<file path="src/hw/rtl/gnsl_pkg.sv">
// Shared constants, types and helpers for the nearest grid sample lookup.
// Used by gnsl_axis, the top level and the bench; depends on nothing.
`default_nettype none
package gnsl_pkg;
	localparam int MAX_COLS  = 64;
	localparam int MAX_ROWS  = 64;
	localparam int FRAC_BITS = 16;
	localparam int COL_W     = $clog2(MAX_COLS);
	localparam int ROW_W     = $clog2(MAX_ROWS);
	localparam int IDX_W     = (COL_W > ROW_W) ? COL_W : ROW_W;
	localparam int ADDR_W    = ROW_W + COL_W;
	localparam int DEPTH     = MAX_ROWS * MAX_COLS;
	localparam int VAL_W     = 32;
	localparam int SP_W      = 31;
	localparam int CNT_W     = 7;
	localparam int DW        = 40;
	localparam int CFG_IDX_W = 3;

	localparam logic [CFG_IDX_W-1:0] REG_X_MIN     = 3'd0;
	localparam logic [CFG_IDX_W-1:0] REG_X_MAX     = 3'd1;
	localparam logic [CFG_IDX_W-1:0] REG_Y_MIN     = 3'd2;
	localparam logic [CFG_IDX_W-1:0] REG_Y_MAX     = 3'd3;
	localparam logic [CFG_IDX_W-1:0] REG_SPACING   = 3'd4;
	localparam logic [CFG_IDX_W-1:0] REG_GRID_COLS = 3'd5;
	localparam logic [CFG_IDX_W-1:0] REG_GRID_ROWS = 3'd6;

	localparam logic [VAL_W-1:0] RST_BOUND_HI = VAL_W'(64) << FRAC_BITS;
	localparam logic [SP_W-1:0]  RST_SPACING  = SP_W'(1) << FRAC_BITS;
	localparam logic [CNT_W-1:0] MAX_COLS_C   = CNT_W'(MAX_COLS);
	localparam logic [CNT_W-1:0] MAX_ROWS_C   = CNT_W'(MAX_ROWS);

	typedef logic signed [DW-1:0] coord_t;

	typedef struct packed {
		logic init;
		logic step;
		logic first;
	} axis_ctrl_t;

	function automatic logic [CNT_W-1:0] clamp_count(input logic [CNT_W-1:0] n,
			input logic [CNT_W-1:0] top);
		logic [CNT_W-1:0] r;
		if (n == '0) begin
			r = CNT_W'(1);
		end else if (n > top) begin
			r = top;
		end else begin
			r = n;
		end
		return r;
	endfunction

	function automatic coord_t sext_val(input logic [VAL_W-1:0] v);
		return {{(DW-VAL_W){v[VAL_W-1]}}, v};
	endfunction
endpackage
`default_nettype wire

</file>
<file path="src/hw/rtl/gnsl_axis.sv">
// One axis of the nearest-node search: running offset, distance compare, best index.
// Depends on gnsl_pkg.
`default_nettype none
module gnsl_axis (
	input  wire                         clk,
	input  wire gnsl_pkg::axis_ctrl_t   ctrl,
	input  wire gnsl_pkg::coord_t       init_diff,
	input  wire gnsl_pkg::coord_t       step_diff,
	input  wire [gnsl_pkg::IDX_W-1:0]   idx,
	output logic [gnsl_pkg::IDX_W-1:0]  best_idx
);
	import gnsl_pkg::*;

	coord_t           diff_q;
	logic [DW-1:0]    best_d_q;
	logic [IDX_W-1:0] best_q;
	logic [DW-1:0]    abs_diff;

	assign abs_diff = diff_q[DW-1] ? DW'(-diff_q) : DW'(diff_q);
	assign best_idx = best_q;

	always_ff @(posedge clk) begin
		if (ctrl.init) begin
			diff_q <= init_diff;
		end else if (ctrl.step) begin
			diff_q <= diff_q + step_diff;
			if (ctrl.first || abs_diff <= best_d_q) begin
				best_d_q <= abs_diff;
				best_q   <= idx;
			end
		end
	end
endmodule
`default_nettype wire

</file>
<file path="config.mk">
export PLATFORM = sky130hd
export DESIGN_NAME = gnsl_axis
export DESIGN_NICKNAME = d
export VERILOG_FILES = /design/src/hw/rtl/gnsl_pkg.sv /design/src/hw/rtl/gnsl_axis.sv
export SDC_FILE = /design/constraint.sdc
export NUM_CORES = 1
export LEC_CHECK = 0
export BUFFER_PORTS_ARGS = -buffer_cell sky130_fd_sc_hd__buf_2
export CAP_MARGIN = 0
export CORE_ASPECT_RATIO = 0.5
export CORE_UTILIZATION = 35
export DETAILED_ROUTE_END_ITERATION = 12
export HOLD_SLACK_MARGIN = 0.15
export SETUP_SLACK_MARGIN = 0.4
export SLEW_MARGIN = 10
export SYNTH_ARGS = -nofsm -noshare
export SYNTH_HDL_FRONTEND = slang
export SYNTH_SLANG_ARGS = --single-unit
</file>
<file path="constraint.sdc">
create_clock -name clk -period 14.01 [get_ports clk]
set_input_delay 2.1015 -clock clk [delete_from_list [all_inputs] [get_ports clk]]
set_output_delay 2.1015 -clock clk [all_outputs]
set_load 0.005 [all_outputs]
</file>
======== After elaboration in Yosys (flattened, before gate mapping) ========
Cells that the tools add are included.
word-level totals
  bits in registers ....................... 86
  output and inout port bits .............. 6
cells by class
  reduce and logical (&&, ||, !) cells .... 3
  add/sub/neg operators ................... 2
  mux-type cells .......................... 3
  bitwise gates (word level) .............. 1
  order comparisons ....................... 1
operators with widths
  cell                  count
  40-bit two-way mux    3
  40-bit adder          1
  40-bit <= comparator  1
  40-bit negator        1
  3-bit AND reduction   1
  2-bit nonzero test    1
  1-bit logical OR      1
  1-bit NOT             1

======== Longest topological paths before layout ========
  word-level depth ........................ 5
  gate-level depth with buffers ........... 18

======== Worst setup path before layout ========
No wires, ideal clock.
  path type ............................... register -> register
  from .................................... register diff_q[26]
  to ...................................... register best_d_q[0] (enable)
  cell stages (with the launch flop) ...... 16
  library setup time ...................... 0.409 ns
  path slack .............................. 8.901 ns
  data arrival time ....................... 4.699 ns
  clock period less this slack ............ 5.109 ns
  cell sequence ........................... edfxtp_1 > or4_4 > or4_1 > or2_1 > or3_4 > o41ai_2 > xnor2_1 > ha_1 > a21o_1 > a21o_1 > a21oi_1 > o21ai_0 > a21oi_1 > o21ai_0 > a21oi_1 > o311a_1
on the way
  word-level cells in the longest chain between the ends .. 5
RTL lines
  what                           line             RTL
  start, declared                gnsl_axis.sv:14  coord_t diff_q;
  start signal, assigned         gnsl_axis.sv:24  diff_q <= init_diff;
  start signal, assigned         gnsl_axis.sv:26  diff_q <= diff_q + step_diff;
  40-bit negator                 gnsl_axis.sv:19  assign abs_diff = diff_q[DW-1] ? DW'(-diff_q) : DW'(diff_q);
  40-bit two-way mux             gnsl_axis.sv:19
  named net abs_diff[37]         gnsl_axis.sv:17  logic [DW-1:0] abs_diff;
  40-bit <= comparator           gnsl_axis.sv:27  if (ctrl.first || abs_diff <= best_d_q) begin
  1-bit logical OR               gnsl_axis.sv:27
  3-bit AND reduction (no line)  n/a
  end signal, assigned           gnsl_axis.sv:28  best_d_q <= abs_diff;
  end, declared                  gnsl_axis.sv:15  logic [DW-1:0] best_d_q;
The timed path passes the listed nets, and every way through them passes these cells.
A chain may end at the register's enable or synchronous reset.

======== Final worst setup path ========
  from .................................... register diff_q[17]
  to ...................................... register best_d_q[20] (enable)
The elaborated chain is that of the path after synthesis.

==> results.toml <==
[sta]
setup_viol = 0
fmax_mhz = 188
rsz0062_at_grt = "false"
period_needed_ns = 5.32
setup_tns_ns = 0
slew_headroom = 0.222
min_period_over_period = 0.380
slew_viol_final = 0
fin_ws_ns = 8.69
fin_skew_ns = 0.00874
hold_violations = 0
holdWs_ns = 0.526
tightest_slew_ns = 1.17

[min_path]
hp-class = "reg2reg"
min_from = "diff_q[0]"

[grt]
grt_max_degree = 77
grt-ovfl-total = 0
grt_pass1_wl_um = 28000
gr-usage-all-layers = 0.174
antenna_found_initial = 0
grt_pass1_vias = 5484

[route]
drt_iter0_markers = 419
drt_first_pass_iters = 5
wl_per_cell_um = 16.1
wl_um = 17300
ant_nets = 0
avgViaCountPerCell = 5.24
drc_errors = 0
vias = 5629

[yosys]
synth_edf_count = 86
synth.most_common_cell = "edfxtp_1"
synthCells = 718
synthFlopType = "edfxtp_1"
synthArstFlopShare = 0
synth_top_area_share = 0.376
yosysSeqAreaShare = 0.376
synth-seq-cells = 86
synth.area.top_cells = "edfxtp_1 38%, ha_1 15%, xnor2_1 6.8%"
yosys_warnings = 0
syn-num-nets = 889
synth_top_area_cell = "edfxtp_1"
synthesis.area_mm2 = 0.00687
ys_top_cells_by_count = "86 x edfxtp_1, 80 x ha_1, 69 x o21ai_0"
yosysUniqueCellTypes = 59
postSynthAreaPerCell_um2 = 9.57

[finish]
design_area_mm2 = 0.00795
nFillCells = 1862
regArea_mm2 = 0.00258
nNetsFinal = 981
drive_above_1_share = 0.160
insertedDiodeCount = 0
multi_input_area_mm2 = 0.00401
area.growth.synth_to_final_pct = 15.7

[cts]
cts_made_buffers = 9
cts_resized = 0
holdBufCountCts = 0
cts_root_buf = "clkbuf_16"
clk_pin_slew_ns = 0.07
cts-htree-levels = 3
clk_latency_ns = 0.34
cts_tree = "yes"
cts.sinks = 86
cts_setup_buffers = 0
cts_buffer_depth = 2

[placed_design]
dp_slack_ns = 8.64
hpwl_um = 13400
placedInstanceArea_mm2 = 0.00763
io_buffer_count = 95
gp_congestion = 0.867

[worst_setup_path]
cp-end-kind = "flop"
critical_path_arrival_ns = 5.28
crit_path_max_fanout = 46
crit_start = "diff_q[17]"
required_ns = 13.97
reg2reg_from = "diff_q[17]"
startpoint_type = "flop"
critPathKind = "reg2reg"

[die]
dieArea_mm2 = 0.0202
core_area_mm2 = 0.0188
die_h_um = 101
rows = 35
fp.dieW_um = 200
num_io_pins = 96
initial_core_util = 0.366

[power_and_ir_drop]
power-per-cell-area_mw_per_mm2 = 162
leakage_nw = 3.40
ir_drop_v = 0.0000618

[outcome]
status = "finished clean"

[job]
maxCapViolations = 0
[metrics by stage]
stage / utilization / total power, W / cells
final: 0.423 / 0.00129 / 1074
after global routing: 0.423 / 0.00139 / 1074
after CTS: 0.423 / 0.00129 / 1074
after detailed placement: 0.406 / 0.00102 / 1058
after global placement: 0.406 / 0.00101 / 1058
after floorplan: - / 0.000866 / 718
[registers in the layout, indices dropped and copies added, names as in the netlist]
| name | cells |
|---|---|
| diff_q | 40 |
| best_idx | 6 |
| best_d_q | 40 |
[placed cells by master (no fill, tap or decap), types with 3 or more instances in the layout]
cell / Yosys / layout
o41ai_1: 6 / 6
edfxtp_1: 86 / 86
xor2_1: 19 / 19
o31ai_1: 13 / 13
nor3_1: 5 / 5
nand2b_1: 5 / 5
inv_1: 58 / 58
a211oi_1: 4 / 4
nand4_1: 18 / 18
a21oi_1: 56 / 56
o21ai_0: 69 / 69
mux2_2: 3 / 3
o21a_1: 5 / 5
nor3b_1: 3 / 3
nor4_1: 5 / 5
clkbuf_16: 0 / 9
or3_1: 8 / 8
buf_2: 0 / 95
a21o_1: 29 / 29
ha_1: 80 / 80
or4_1: 8 / 8
and2_1: 5 / 5
nor2b_1: 7 / 7
a31oi_1: 6 / 6
nor2_1: 23 / 23
o211ai_1: 3 / 3
xnor2_1: 53 / 53
and3_1: 4 / 4
nand3_1: 9 / 9
o21bai_1: 5 / 5
nand2_1: 66 / 66
or2_2: 7 / 7
[worst paths after layout]
kind | end | slack, ns | depth (start not counted)
worst min-delay path | best_d_q[0] | 0.53 | 0
worst min register to register | best_d_q[0] | 0.53 | 0
worst max register to register | best_d_q[20] | 8.69 | 15
worst max-delay path | best_d_q[20] | 8.69 | 15
[worst max-delay path, stage by stage, from the launching register on]
cell and delay (ns):
edfxtp_1 0.45, or4_1 0.60, nor4_1 0.37, nand4b_1 0.32
or3_4 0.52, o31ai_1 0.28, xnor2_1 0.19, ha_1 0.29
a21o_1 0.16, a21o_1 0.17, a21oi_1 0.17, o21ai_0 0.11
a21oi_1 0.12, o21ai_0 0.09, a21oi_1 0.13, o311a_2 0.97
[routing by layer]
layer / wire length (µm) / up-vias / GRT usage
met5: 0 / - / 0
met4: 136 / 0 / 0.0314
met3: 783 / 10 / 0.0362
met2: 7410 / 108 / 0.274
met1: 8970 / 2642 / 0.248
li1: - / 2869 / -
[power breakdown]
| part | total [W] | leakage [nW] | internal (W) | switching (W) |
|---|---|---|---|---|
| combinational | 0.000603 | 2.40 | 0.000264 | 0.000339 |
| clock | 0.000266 | 0.152 | 0.000157 | 0.000109 |
| sequential | 0.000417 | 0.844 | 0.000367 | 0.0000499 |
[final cells by class]
class,count,share of cell area
inverters,58,0.0274
clock inverters,7,0.0123
clock buffers,9,0.0283
repair buffers,97,0.0617
well taps,259,0.0408
multi-input cells,558,0.505
flip-flops and latches,86,0.325
[cells by family (layout without fill, tap and decap cells)]
| logic type | after synthesis | after routing | share of synthesized area |
|---|---|---|---|
| compound gates | 220 | 220 | 0.202 |
| xor+xnor | 72 | 72 | 0.0918 |
| fa+ha+maj | 81 | 81 | 0.149 |
| buf+inv | 74 | 171 | 0.0404 |
| flops | 86 | 86 | 0.376 |
| mux | 4 | 4 | 0.00637 |
| simple gates | 181 | 181 | 0.135 |
(Power assumes the default switching activity.)
